--- src/design/vmmd_pkg.sv ---
// ----------------------------------------------------------------------------
// vmmd_pkg
// Types, codes and small helper functions of the averaging voltmeter.
// ----------------------------------------------------------------------------
package vmmd_pkg;

	localparam int SAMPLES_PER_AVERAGE_DEF = 8;
	localparam int QUEUE_DEPTH = 4;

	localparam int SAMPLE_W = 10;
	localparam int VOLT_W = 6;

	// input actions
	localparam logic [1:0] ACT_SAMPLE = 2'd0;
	localparam logic [1:0] ACT_TICK = 2'd1;
	localparam logic [1:0] ACT_RX = 2'd2;

	// result kinds
	localparam logic [1:0] KIND_MEAS = 2'd0;
	localparam logic [1:0] KIND_DISP = 2'd1;
	localparam logic [1:0] KIND_TX = 2'd2;

	localparam logic [5:0] VOLT_FULL = 6'd33;
	localparam logic [15:0] SCALE_ROUND = 16'd511;
	localparam logic [10:0] SCALE_DIV = 11'd1023;
	localparam logic [7:0] ASCII_ZERO = 8'h30;
	localparam logic [7:0] QUERY_MAX = 8'h4D;
	localparam logic [7:0] QUERY_MIN = 8'h6D;

	typedef struct packed {
		logic [1:0] action;
		logic [SAMPLE_W-1:0] sample;
		logic [7:0] rx_byte;
	} item_t;

	typedef struct packed {
		logic [1:0] kind;
		logic [VOLT_W-1:0] measured;
		logic [6:0] segments;
		logic tens_digit_on;
		logic [7:0] tx_byte;
		logic last;
	} result_t;

	// results produced by one transaction, res0 first
	typedef struct packed {
		logic [1:0] count;
		result_t res0;
		result_t res1;
	} push_t;

	// average code to tenths of a volt: (avg*33+511)/1023
	function automatic logic [VOLT_W-1:0] scale_volt(input logic [SAMPLE_W-1:0] avg);
		logic [15:0] scaled;
		logic [5:0] q0;
		logic [10:0] rem;
		scaled = 16'({avg, 5'b00000}) + 16'(avg) + SCALE_ROUND;
		q0 = scaled[15:10];
		// x - q0*1023 = x[9:0] + q0, always below twice the divisor
		rem = 11'(scaled[9:0]) + 11'(q0);
		return (rem >= SCALE_DIV) ? 6'(q0 + 6'd1) : q0;
	endfunction

	function automatic logic [3:0] tens_of(input logic [VOLT_W-1:0] v);
		logic [3:0] t;
		if (v >= 6'd30) begin
			t = 4'd3;
		end else if (v >= 6'd20) begin
			t = 4'd2;
		end else if (v >= 6'd10) begin
			t = 4'd1;
		end else begin
			t = 4'd0;
		end
		return t;
	endfunction

	function automatic logic [3:0] units_of(input logic [VOLT_W-1:0] v);
		logic [3:0] t;
		logic [5:0] tenfold;
		t = tens_of(v);
		tenfold = 6'({t, 3'b000}) + 6'({t, 1'b0});
		return 4'(v - tenfold);
	endfunction

	// segment bits a..g at bit 0..6
	function automatic logic [6:0] segment_code(input logic [3:0] d);
		logic [6:0] s;
		case (d)
			4'd0: s = 7'h3F;
			4'd1: s = 7'h06;
			4'd2: s = 7'h5B;
			4'd3: s = 7'h4F;
			4'd4: s = 7'h66;
			4'd5: s = 7'h6D;
			4'd6: s = 7'h7D;
			4'd7: s = 7'h07;
			4'd8: s = 7'h7F;
			4'd9: s = 7'h6F;
			default: s = 7'h00;
		endcase
		return s;
	endfunction

endpackage

--- src/design/voltmeter_min_max_display_top.sv ---
// ----------------------------------------------------------------------------
// voltmeter_min_max_display_top
// Averaging voltmeter with running min/max, seven-segment and serial output.
// ----------------------------------------------------------------------------
// Takes one transaction per cycle: a converter sample, a display refresh tick
// or a received serial byte. Each is registered, then processed against
// the batch sum, voltage and min/max registers, and its results written into
// a four-entry result queue, so a result passes the input register and a queue
// entry before it can be taken. A query byte gives two results, which leave the
// queue one after the other. The input stalls only while fewer than two queue
// slots are free, so with an unstalled output the sustained rate is one
// transaction per cycle, except that back-to-back query bytes are slowed to
// the pace of the single result port.
module voltmeter_min_max_display_top #(
	parameter int SAMPLES_PER_AVERAGE = vmmd_pkg::SAMPLES_PER_AVERAGE_DEF
) (
	input  logic              clk,
	input  logic              arst_n,
	input  logic              item_valid,
	output logic              item_stall,
	input  vmmd_pkg::item_t   item,
	output logic              result_valid,
	input  logic              result_stall,
	output vmmd_pkg::result_t result
);

	logic valid_s1;
	vmmd_pkg::item_t item_s1;
	logic room;
	logic fire;
	vmmd_pkg::push_t push;

	assign fire = valid_s1 && room;
	assign item_stall = valid_s1 && !room;

	always_ff @(posedge clk or negedge arst_n) begin
		if (!arst_n) begin
			valid_s1 <= 1'b0;
		end else if (!item_stall) begin
			valid_s1 <= item_valid;
		end
	end

	always_ff @(posedge clk) begin
		if (item_valid && !item_stall) begin
			item_s1 <= item;
		end
	end

	vmmd_core #(
		.SAMPLES_PER_AVERAGE(SAMPLES_PER_AVERAGE)
	) u_core (
		.clk     (clk),
		.arst_n  (arst_n),
		.fire    (fire),
		.item_s1 (item_s1),
		.push    (push)
	);

	vmmd_queue u_queue (
		.clk          (clk),
		.arst_n       (arst_n),
		.push         (push),
		.room         (room),
		.result_valid (result_valid),
		.result_stall (result_stall),
		.result       (result)
	);

endmodule

--- src/design/vmmd_core.sv ---
// ----------------------------------------------------------------------------
// vmmd_core
// Batch averaging, min/max tracking, display digit and serial reply logic.
// ----------------------------------------------------------------------------
module vmmd_core #(
	parameter int SAMPLES_PER_AVERAGE = vmmd_pkg::SAMPLES_PER_AVERAGE_DEF
) (
	input  logic            clk,
	input  logic            arst_n,
	input  logic            fire,
	input  vmmd_pkg::item_t item_s1,
	output vmmd_pkg::push_t push
);

	localparam int CntW = $clog2(SAMPLES_PER_AVERAGE);
	localparam int SumW = vmmd_pkg::SAMPLE_W + CntW;
	localparam int ShiftK = SumW + CntW;
	localparam int ProdW = SumW + ShiftK;
	// rounded-up reciprocal, exact for every sum below 2**SumW
	localparam logic [ShiftK-1:0] DivMul =
		ShiftK'(((1 << ShiftK) + SAMPLES_PER_AVERAGE - 1) / SAMPLES_PER_AVERAGE);
	localparam logic [CntW-1:0] CntLast = CntW'(SAMPLES_PER_AVERAGE - 1);

	logic [SumW-1:0] sum_q;
	logic [CntW-1:0] count_q;
	logic [vmmd_pkg::VOLT_W-1:0] volt_now_q;
	logic [vmmd_pkg::VOLT_W-1:0] volt_low_q;
	logic [vmmd_pkg::VOLT_W-1:0] volt_high_q;
	logic toggle_q;

	logic [SumW-1:0] sum_next;
	logic [ProdW-1:0] prod;
	logic [vmmd_pkg::SAMPLE_W-1:0] avg;
	logic [vmmd_pkg::VOLT_W-1:0] volt;
	logic batch_done;
	logic [vmmd_pkg::VOLT_W-1:0] reply_volt;

	assign sum_next = sum_q + SumW'(item_s1.sample);
	assign batch_done = (count_q == CntLast);
	assign prod = ProdW'(sum_next) * ProdW'(DivMul);
	assign avg = prod[ShiftK +: vmmd_pkg::SAMPLE_W];
	assign volt = vmmd_pkg::scale_volt(avg);
	assign reply_volt = (item_s1.rx_byte == vmmd_pkg::QUERY_MAX) ? volt_high_q : volt_low_q;

	always_comb begin
		push = '0;
		case (item_s1.action)
			vmmd_pkg::ACT_SAMPLE: begin
				if (batch_done) begin
					push.count = 2'd1;
					push.res0.kind = vmmd_pkg::KIND_MEAS;
					push.res0.measured = volt;
					push.res0.last = 1'b1;
				end
			end
			vmmd_pkg::ACT_TICK: begin
				push.count = 2'd1;
				push.res0.kind = vmmd_pkg::KIND_DISP;
				push.res0.tens_digit_on = !toggle_q;
				push.res0.segments = vmmd_pkg::segment_code(toggle_q ?
					vmmd_pkg::units_of(volt_now_q) : vmmd_pkg::tens_of(volt_now_q));
				push.res0.last = 1'b1;
			end
			vmmd_pkg::ACT_RX: begin
				if (item_s1.rx_byte == vmmd_pkg::QUERY_MAX ||
						item_s1.rx_byte == vmmd_pkg::QUERY_MIN) begin
					push.count = 2'd2;
					push.res0.kind = vmmd_pkg::KIND_TX;
					push.res0.tx_byte = vmmd_pkg::ASCII_ZERO +
						8'(vmmd_pkg::tens_of(reply_volt));
					push.res1.kind = vmmd_pkg::KIND_TX;
					push.res1.tx_byte = vmmd_pkg::ASCII_ZERO +
						8'(vmmd_pkg::units_of(reply_volt));
					push.res1.last = 1'b1;
				end
			end
			default: begin
				push = '0;
			end
		endcase
		if (!fire) begin
			push.count = 2'd0;
		end
	end

	always_ff @(posedge clk or negedge arst_n) begin
		if (!arst_n) begin
			sum_q <= '0;
			count_q <= '0;
			volt_now_q <= '0;
			volt_low_q <= vmmd_pkg::VOLT_FULL;
			volt_high_q <= '0;
			toggle_q <= 1'b0;
		end else if (fire) begin
			if (item_s1.action == vmmd_pkg::ACT_SAMPLE) begin
				if (batch_done) begin
					// each batch starts from an empty sum
					sum_q <= '0;
					count_q <= '0;
					volt_now_q <= volt;
					if (volt > volt_high_q) begin
						volt_high_q <= volt;
					end
					if (volt < volt_low_q) begin
						volt_low_q <= volt;
					end
				end else begin
					sum_q <= sum_next;
					count_q <= count_q + CntW'(1);
				end
			end else if (item_s1.action == vmmd_pkg::ACT_TICK) begin
				toggle_q <= !toggle_q;
			end
		end
	end

endmodule

--- src/design/vmmd_queue.sv ---
// ----------------------------------------------------------------------------
// vmmd_queue
// Small result queue, up to two results in per cycle, one out unless stalled.
// ----------------------------------------------------------------------------
module vmmd_queue (
	input  logic              clk,
	input  logic              arst_n,
	input  vmmd_pkg::push_t   push,
	output logic              room,
	output logic              result_valid,
	input  logic              result_stall,
	output vmmd_pkg::result_t result
);

	localparam int PtrW = $clog2(vmmd_pkg::QUEUE_DEPTH);
	localparam int CntW = PtrW + 1;

	vmmd_pkg::result_t entry_q [vmmd_pkg::QUEUE_DEPTH];
	logic [PtrW-1:0] rd_ptr_q;
	logic [PtrW-1:0] wr_ptr_q;
	logic [CntW-1:0] count_q;
	logic pop;

	assign result_valid = (count_q != '0);
	assign result = entry_q[rd_ptr_q];
	assign pop = result_valid && !result_stall;
	// two free slots needed, whatever the output does this cycle
	assign room = (count_q <= CntW'(vmmd_pkg::QUEUE_DEPTH - 2));

	always_ff @(posedge clk) begin
		if (push.count != 2'd0) begin
			entry_q[wr_ptr_q] <= push.res0;
		end
		if (push.count == 2'd2) begin
			entry_q[wr_ptr_q + PtrW'(1)] <= push.res1;
		end
	end

	always_ff @(posedge clk or negedge arst_n) begin
		if (!arst_n) begin
			rd_ptr_q <= '0;
			wr_ptr_q <= '0;
			count_q <= '0;
		end else begin
			if (pop) begin
				rd_ptr_q <= rd_ptr_q + PtrW'(1);
			end
			wr_ptr_q <= wr_ptr_q + PtrW'(push.count);
			count_q <= count_q + CntW'(push.count) - CntW'(pop);
		end
	end

endmodule

--- config.mk ---
export PLATFORM = sky130hd
export DESIGN_NAME = voltmeter_min_max_display_top
export DESIGN_NICKNAME = d
export VERILOG_FILES = /design/src/design/vmmd_pkg.sv /design/src/design/voltmeter_min_max_display_top.sv /design/src/design/vmmd_core.sv /design/src/design/vmmd_queue.sv
export SDC_FILE = /design/constraint.sdc
export NUM_CORES = 1
export LEC_CHECK = 0
export BUFFER_PORTS_ARGS = -buffer_cell sky130_fd_sc_hd__buf_4
export CORE_MARGIN = 4
export CORE_UTILIZATION = 25
export DETAILED_ROUTE_END_ITERATION = 8
export PLACE_DENSITY = 0.5
export SLEW_MARGIN = 20
export SYNTH_ARGS = -nofsm -noshare
export SYNTH_HDL_FRONTEND = slang
export SYNTH_SLANG_ARGS = --single-unit
--- constraint.sdc ---
create_clock -name clk -period 15.4 [get_ports clk]
set_input_delay 2.31 -clock clk [delete_from_list [all_inputs] [get_ports clk]]
set_output_delay 2.31 -clock clk [all_outputs]
set_load 0.02 [all_outputs]
==> key figures, run 1 <==
Outcome
  • Status: finished, final reports clean

STA
  • Crit share post-route: 61.5%
  • RSZ-0062 raised after global routing: no
  • Fmax: 106 MHz
  • Final setup fails: 0
  • Worst-margin pin slew: 0.977 ns
  • Final Hold Viols: 0
  • Skew final: 0.0133 ns
  • Slew Viols, Final: 0
  • Fin Setup TNS: 0 ns
  • Min Tclk post-route: 9.47 ns
  • Slew HR: 34.5%

GRT
  • Largest net degree at the start of global routing: 44
  • Initial antenna violation count: 0
  • Vias in the first global route: 6112
  • Congestion Overflow GR: 0
  • Gr usage total: 11.8%
  • Global-route wire length before repair: 33900 um

Yosys
  • Post-synthesis cell count: 829
  • Fraction of synthesized cell area in xor and xnor cells: 4.58%
  • Avg Inst Size Synth: 10.3 um^2
  • Largest family of logic cells by synthesized area: compound AO/OA/AOI/OAI gates
  • Post-synthesis mux area share: 9.77%
  • Unique masters post-synth: 81
  • Ys Warns: 0
  • Flops & latches, synth: 151
  • Simple-gate portion of the synthesized area: 14.1%
  • Async S/R FF share, synth: 28.5%
  • Compound-Gate Fraction of Synth Area: 14.2%
  • Post-synth EDFFs: 48
  • Post-synthesis adder-cell area fraction: 9.63%
  • Netlist Area Pre-Place: 8520 um^2
  • Primary FF master, synth: dfxtp_1
  • Seq/Total Area, Yosys: 43.7%

Floorplan
  • Number of I/O pins: 51
  • Floorplan Core Area: 33600 um^2
  • DIE AREA: 37100 um^2
  • Core Rows: 67
  • Die H: 193 um
  • Initial core utilization: 25.3%
  • Die width: 193 um

Setup path
  • Startpoint types: flip-flop
  • Slowest cell on crit path: a211oi_1
  • Setup CP Type: reg2reg
  • Arrival @ worst endpoint: 9.80 ns
  • Req. time, crit path: 15.72 ns
  • CP max FO: 10
  • Setup crit end kind: flip-flop
  • Crit-path most repeated cell: ha_1
  • Slowest cell delay on critical path: 0.81 ns

Worst hold path
  • Type of the most critical hold path: reg2reg

Layout
  • Layout Area Growth over Synthesis: 16.4%
  • Fin nets: 958
  • # diodes: 0
  • Most common cell after layout, fill and taps aside: nand2_1
  • Layout cells sized above 1: 17.8%
  • Commonest cells after routing, fill and taps aside: nand2_1 (75), nor2_1 (71), o21ai_0 (69)

Clock network
  • CTS tree: built
  • Clk slew on worst S/H paths: 0.07 ns
  • CTS buffer count: 17
  • Clk root buf: clkbuf_16
  • H-tree levels: 4
  • Worst-Skew Late Latency: 0.44 ns
  • Resized Gates After CTS: 0
  • Post-CTS Setup Bufs: 0
  • CTS Sinks: 151
  • Hold buffers post-CTS: 0
  • CTS Buffer Depth: 2

Placed design
  • DP HPWL: 15400 um
  • RePlAce Congestion: 0.811
  • Buffers on Ports: 48

Routing
  • DR vias: 6109
  • DR DRC count: 0
  • Initial DRT Pass Iterations: 5
  • Antenna Violating Nets Remaining: 0
  • Initial DRC count: 320
  • Vias per std cell: 4.59
  • WL/cell: 15.7 um
  • DRT Wirelength: 21000 um

Job
  • Max-Cap Viols: 0
## worst max-delay path, delay by kind of cell, from the launching register on
family	cells	cell delay [ns]
and+or+nand+nor	11	2.11
buffers and inverters	1	0.05
AOI/OAI and AO/OA	10	2.69
DFF	1	0.34
adders and majority gates	6	1.89
muxes	2	0.56
xor gates and xnor gates	4	1.71
## cell type report
| class | count | area [um^2] |
|---|---|---|
| Tap cell | 448 | 561 |
| Inverter | 52 | 195 |
| Clock buffer | 18 | 439 |
| Timing Repair Buffer | 57 | 428 |
| Sequential cell | 151 | 3720 |
| Fill cell | 3513 | 23700 |
| Multi-Input combinational cell | 592 | 4470 |
| Clock inverter | 14 | 110 |
## routing by layer
layer / part of all wire [%] / track usage (%) / vias to the layer above
met4: 1.3 / 3.46 / 0
met5: 0 / 0 / -
met2: 47 / 18.8 / 102
met1: 48 / 15.9 / 2926
li1: - / - / 3059
met3: 3.9 / 2.80 / 22
## path summary, 6_finish.rpt
kind                                        startpoint                     end  slack (ns)  cells past startpoint
worst max-delay path                   u_core.sum_q[0]   u_core.volt_high_q[4]        5.93                     34
worst min-delay path            u_queue.entry_q[3][23]  u_queue.entry_q[3][23]        0.45                      2
worst max register to register         u_core.sum_q[0]   u_core.volt_high_q[4]        5.93                     34
worst min register to register  u_queue.entry_q[3][23]  u_queue.entry_q[3][23]        0.45                      2
max in group asynchronous                       arst_n      u_queue.count_q[2]       13.09                      1
min in group asynchronous                       arst_n         u_core.sum_q[4]        1.88                      1
## synth_stat cells (23+ instances only)
cell type	n	area [um^2]
dfxtp_1	60	1200
nand2_1	75	282
dfrtp_1	41	1030
a22o_1	23	201
edfxtp_1	48	1440
clkbuf_1	28	105
nor2_1	72	270
ha_1	60	751
o21ai_0	69	345
nand3_1	36	180
inv_1	52	195
a21oi_1	30	150
## stage by stage
stage	hold slack (ns)	std cells	worst slack, ns	cell area, um^2	utilization, %
after floorplan	0.420	830	7.12	8520	-
after global placement	0.435	1300	6.20	9370	27.9
after detailed placement	0.441	1300	5.97	9370	27.9
after CTS	0.456	1332	5.97	9920	29.5
after global routing	0.474	1332	5.09	9920	29.5
final	0.452	1332	5.93	9920	29.5
## flip-flops by register name, indices dropped and copies added, names as in the netlist
register	count
item_s1	20
u_core.volt_high_q	6
u_queue.wr_ptr_q	2
valid_s1	1
u_core.volt_now_q	6
u_core.volt_low_q	6
u_queue.count_q	3
u_queue.entry_q	88
u_core.toggle_q	1
u_core.sum_q	13
u_core.count_q	3
u_queue.rd_ptr_q	2
## cell families after synthesis
group	after synthesis
flip-flops	151
other	1
AO/OA/AOI/OAI	182
multiplexers	53
XOR/XNOR	39
adder cells (fa/ha/maj)	64
AND/OR/NAND/NOR	252
buffers and inverters	87
Power of run 1 is not shown: default switching activity piles up to over one toggle a cycle in this logic, so the estimate is an artifact.
==> inputs of run 2 (changes only) <==
- PLACE_DENSITY: 0.5 -> 0.51
- clock period: 15.4 -> 8.05 ns (I/O delays scaled with it)
==> key figures, run 2 (synthesized netlist as in run 1, its figures left out) <==
STA
  • Final Hold Viols: 0
  • Crit share post-route: 94.8%
  • Slew Viols, Final: 0
  • Fmax: 131 MHz
  • Fin Setup TNS: 0 ns
  • Final setup fails: 0
  • Skew final: 0.0121 ns
  • Slew HR: 33.2%
  • Min Tclk post-route: 7.63 ns
  • Worst-margin pin slew: 1.00 ns

Layout
  • Largest register FFs: 88
  • Fin nets: 986
  • Filler cells: 3481
  • Final Util: 30.7%
  • Area of the multi-input gates: 4610 um^2
  • FF/Latch Area: 3720 um^2
  • Register name with the most flops: u_queue.entry_q
  • Biggest registers after layout: u_queue.entry_q (88), item_s1 (20), u_core.sum_q (13)
  • Layout Area Growth over Synthesis: 21.1%
  • Layout cells sized above 1: 22.3%
  • Final non-filler cell area: 10300 um^2
  • # diodes: 0
  • Most common cell after layout, fill and taps aside: buf_4
  • Commonest cells after routing, fill and taps aside: buf_4 (85), nand2_1 (75), nor2_1 (69)

Setup path
  • Slowest cell on crit path: or4b_4
  • Slowest cell delay on critical path: 0.58 ns
  • Worst r2r src: u_core.sum_q[0]
  • Req. time, crit path: 8.35 ns
  • CP max FO: 6
  • Worst-case reg-to-reg path depth: 32
  • Worst r2r dst: u_core.volt_low_q[3]
  • Crit-path most repeated cell: ha_1
  • Arrival @ worst endpoint: 7.94 ns
  • R2R setup slack: 0.42 ns
  • Startpoint types: flip-flop
  • Setup CP Type: reg2reg
  • Setup crit end kind: flip-flop

Job
  • Max-Cap Viols: 0

Worst hold path
  • Type of the most critical hold path: reg2reg
  • Hold_sp: u_queue.entry_q[2][18]
  • Hold Crit Endpoint: u_queue.entry_q[2][18]
  • Cell depth of the worst hold path: 2

GRT
  • Vias in the first global route: 6110
  • Gr usage total: 11.5%
  • Global-route wire length before repair: 33300 um
  • Initial antenna violation count: 0
  • Largest net degree at the start of global routing: 44
  • Congestion Overflow GR: 0

Floorplan
  • Core Rows: 67
  • Die width: 193 um
  • Die H: 193 um
  • Number of I/O pins: 51
  • DIE AREA: 37100 um^2
  • Initial core utilization: 25.3%
  • Floorplan Core Area: 33600 um^2

Routing
  • Initial DRC count: 318
  • WL/cell: 15.3 um
  • DR DRC count: 0
  • Vias per std cell: 4.59
  • Initial DRT Pass Iterations: 5
  • DR vias: 6247
  • DRT Wirelength: 20800 um
  • Antenna Violating Nets Remaining: 0

Clock network
  • CTS tree: built
  • Worst-Skew Late Latency: 0.42 ns
  • H-tree levels: 4
  • CTS Buffer Depth: 2
  • Clk root buf: clkbuf_16
  • CTS buffer count: 17
  • Clk slew on worst S/H paths: 0.06 ns
  • CTS Sinks: 151

Placed design
  • RePlAce Congestion: 0.828
  • Buffers on Ports: 48
  • DP HPWL: 15100 um
  • Cell Area, Placed: 9530 um^2

Outcome
  • Status: finished, final reports clean
## run 2: changes by cell type in the layout (fill, tap and decap cells not counted), moves of 2 or more
cell,delta
a21oi_1,-2
a21oi_2,+2
buf_4,+28
clkinv_2,-2
ha_1,-4
ha_4,+4
inv_4,-2
nor2_1,-2
nor2_2,+2
xor2_1,-2
xor2_2,+2
## run 2: how the worst max path moves through the flow
stage / cells past startpoint / end / startpoint
6_report: 32 / u_core.volt_low_q[3] / u_core.sum_q[0]
5_1_grt: 33 / u_core.volt_low_q[3] / u_core.sum_q[0]
4_1_cts: 33 / u_core.volt_low_q[3] / u_core.sum_q[0]
3_5_place_dp: 33 / u_core.volt_low_q[3] / u_core.sum_q[0]
3_3_place_gp: 32 / u_core.volt_low_q[3] / u_core.sum_q[0]
2_1_floorplan: 34 / u_core.volt_low_q[3] / u_core.sum_q[0]
## run 2: stage by stage
| stage | worst slack (ns) | cells | hold WS [ns] |
|---|---|---|---|
| 3_5_place_dp | -0.0443 | 1319 | 0.444 |
| 5_1_grt | -0.0114 | 1360 | 0.465 |
| 4_1_cts | 0.0122 | 1351 | 0.457 |
| 2_1_floorplan | 0.00984 | 830 | 0.420 |
| 6_report | 0.417 | 1360 | 0.453 |
| 3_3_place_gp | 0.147 | 1319 | 0.431 |
## run 2: routing by layer
layer  part of all wire, %  GRT usage [%]  up-vias
li1                      -              -     3118
met2                    47           18.6      114
met3                   3.9           2.24       15
met5                     0              0        -
met4                   1.2           3.21        0
met1                    48           15.6     3000
## run 2: repair_timing
item,4_1_cts,5_1_grt
resized for setup,1,21
pin swaps,0,11
hold buffers,0,0
endpoints found under the setup margin,4,12
setup buffers,0,9
## run 2: critical path, delay by kind of cell (launching register included)
family	cells	cell delay, ns
XOR/XNOR	2	0.35
AO/OA/AOI/OAI	12	2.19
multiplexers	2	0.69
flip-flops	1	0.35
AND/OR/NAND/NOR	9	2.29
adder cells (fa/ha/maj)	6	1.60
buffers and inverters	1	0.06
## run 2: layout make-up
cell class / count / share of cell area, %
inverter: 52 / 1.89
sequential: 151 / 36.1
timing repair buffer: 85 / 6.19
multi-input combinational: 592 / 44.7
tap: 448 / 5.43
clock buffer: 19 / 4.40
clock inverter: 13 / 1.29
Power of run 2 is left out for the same reason.
==> inputs of run 3 (changes only) <==
--- a/config.mk
+++ b/config.mk
@@ -11,3 +11,3 @@
 export DETAILED_ROUTE_END_ITERATION = 8
-export PLACE_DENSITY = 0.51
+export PLACE_DENSITY = 0.5
 export SLEW_MARGIN = 20
==> constraint.sdc (replaced) <==
create_clock -name clk -period 7.5 [get_ports clk]
set_input_delay 1.5 -clock clk [delete_from_list [all_inputs] [get_ports clk]]
set_output_delay 1.5 -clock clk [all_outputs]
set_load 0.02 [all_outputs]
==> key figures, run 3 (synthesized netlist as in run 1, its figures left out) <==
Job
  • Max-Cap Viols: 0

STA
  • Fmax: 136 MHz
  • Worst-margin pin slew: 0.963 ns
  • Final Hold Viols: 0
  • Hold slack: 0.452 ns
  • Crit share post-route: 98.0%
  • Final setup fails: 0
  • RSZ-0062 raised after global routing: yes
  • Slew Viols, Final: 0
  • Min Tclk post-route: 7.35 ns
  • Fin Setup TNS: 0 ns
  • Slew HR: 35.6%
  • Skew final: 0.0105 ns

Clock network
  • H-tree levels: 4
  • Worst-Skew Late Latency: 0.43 ns
  • CTS Sinks: 151
  • CTS tree: built
  • Clk root buf: clkbuf_16
  • Clk slew on worst S/H paths: 0.06 ns
  • Hold buffers post-CTS: 0
  • CTS Buffer Depth: 2
  • CTS buffer count: 17

Layout
  • Biggest registers after layout: u_queue.entry_q (88), item_s1 (20), u_core.sum_q (13)
  • Area of the multi-input gates: 4830 um^2
  • Largest register FFs: 88
  • Commonest cells after routing, fill and taps aside: buf_4 (105), nand2_1 (75), nor2_1 (68)
  • Final Util: 32.0%
  • Fin nets: 1011
  • Layout Area Growth over Synthesis: 26.3%
  • Filler cells: 3430
  • Layout cells sized above 1: 27.4%
  • Most common cell after layout, fill and taps aside: buf_4
  • # diodes: 0
  • FF/Latch Area: 3720 um^2
  • Final non-filler cell area: 10800 um^2
  • Register name with the most flops: u_queue.entry_q

Routing
  • Vias per std cell: 4.61
  • Initial DRT Pass Iterations: 4
  • Antenna Violating Nets Remaining: 0
  • DR DRC count: 0
  • Initial DRC count: 327
  • DR vias: 6389
  • DRT Wirelength: 21700 um
  • WL/cell: 15.7 um

Floorplan
  • Floorplan Core Area: 33600 um^2
  • Die H: 193 um
  • Die width: 193 um
  • Core Rows: 67
  • Number of I/O pins: 51
  • Initial core utilization: 25.3%
  • DIE AREA: 37100 um^2

Setup path
  • Crit-path most repeated cell: ha_4
  • Setup crit end kind: flip-flop
  • CP max FO: 6
  • Setup CP Type: reg2reg
  • Arrival @ worst endpoint: 7.66 ns
  • Startpoint types: flip-flop
  • Req. time, crit path: 7.80 ns
  • Slowest cell on crit path: or4b_4
  • Slowest cell delay on critical path: 0.59 ns

Placed design
  • Cell Area, Placed: 9800 um^2
  • RePlAce Congestion: 0.839
  • DP HPWL: 15400 um
  • Buffers on Ports: 48

GRT
  • Congestion Overflow GR: 0
  • Gr usage total: 11.9%
  • Global-route wire length before repair: 35000 um
  • Vias in the first global route: 6478
  • Largest net degree at the start of global routing: 44
  • Initial antenna violation count: 0

Worst hold path
  • Type of the most critical hold path: reg2reg

Outcome
  • Status: finished, final reports clean
-- run 3: through the flow --
step	setup WS, ns	std cells
floorplan	0.0119	830
global placement	-0.0824	1341
detailed placement	-0.236	1341
CTS	0.00411	1375
global route	-0.194	1385
finish	0.146	1385
-- run 3: area by class of cell --
cell class                 instances  share of cell area (%)
timing repair buffer             110                    7.88
sequential                       151                    34.6
inverter                          52                    1.81
multi-input combinational        592                    44.9
clock buffer                      23                    4.95
clock inverter                     9                   0.686
tap                              448                    5.21
-- run 3: final timing paths --
path / cells after the start / slack [ns] / start / end
worst max-delay path: 32 / 0.15 / u_core.sum_q[0] / u_core.volt_low_q[3]
worst min-delay path: 2 / 0.45 / u_queue.entry_q[1][15] / u_queue.entry_q[1][15]
worst max register to register: 32 / 0.15 / u_core.sum_q[0] / u_core.volt_low_q[3]
worst min register to register: 2 / 0.45 / u_queue.entry_q[1][15] / u_queue.entry_q[1][15]
max in group asynchronous: 1 / 6.01 / arst_n / u_core.volt_low_q[2]
min in group asynchronous: 1 / 1.07 / arst_n / u_core.sum_q[7]
-- run 3: what timing repair did --
action	in CTS	in global routing
setup endpoints to repair	11	12
buffers inserted	2	11
pin swaps	6	35
resized for setup	6	53
-- run 3: critical path: cells and delay by family (launching register included) --
| kind | cells | cell delay, ns |
|---|---|---|
| AND/OR/NAND/NOR | 8 | 2.09 |
| AO/OA/AOI/OAI | 12 | 2.04 |
| adder cells (fa/ha/maj) | 6 | 1.47 |
| multiplexers | 2 | 0.69 |
| XOR/XNOR | 2 | 0.38 |
| flip-flops | 1 | 0.35 |
| buffers and inverters | 2 | 0.18 |
-- run 3: per-layer routing --
| layer | global-route usage, % | wire length [um] | part of all wire [%] |
|---|---|---|---|
| met3 | 2.30 | 557 | 2.6 |
| met2 | 19.7 | 10400 | 48 |
| met1 | 16.1 | 10500 | 49 |
| met5 | 0 | 0 | 0 |
| met4 | 3.02 | 212 | 0.98 |
Power of run 3 is left out for the same reason.
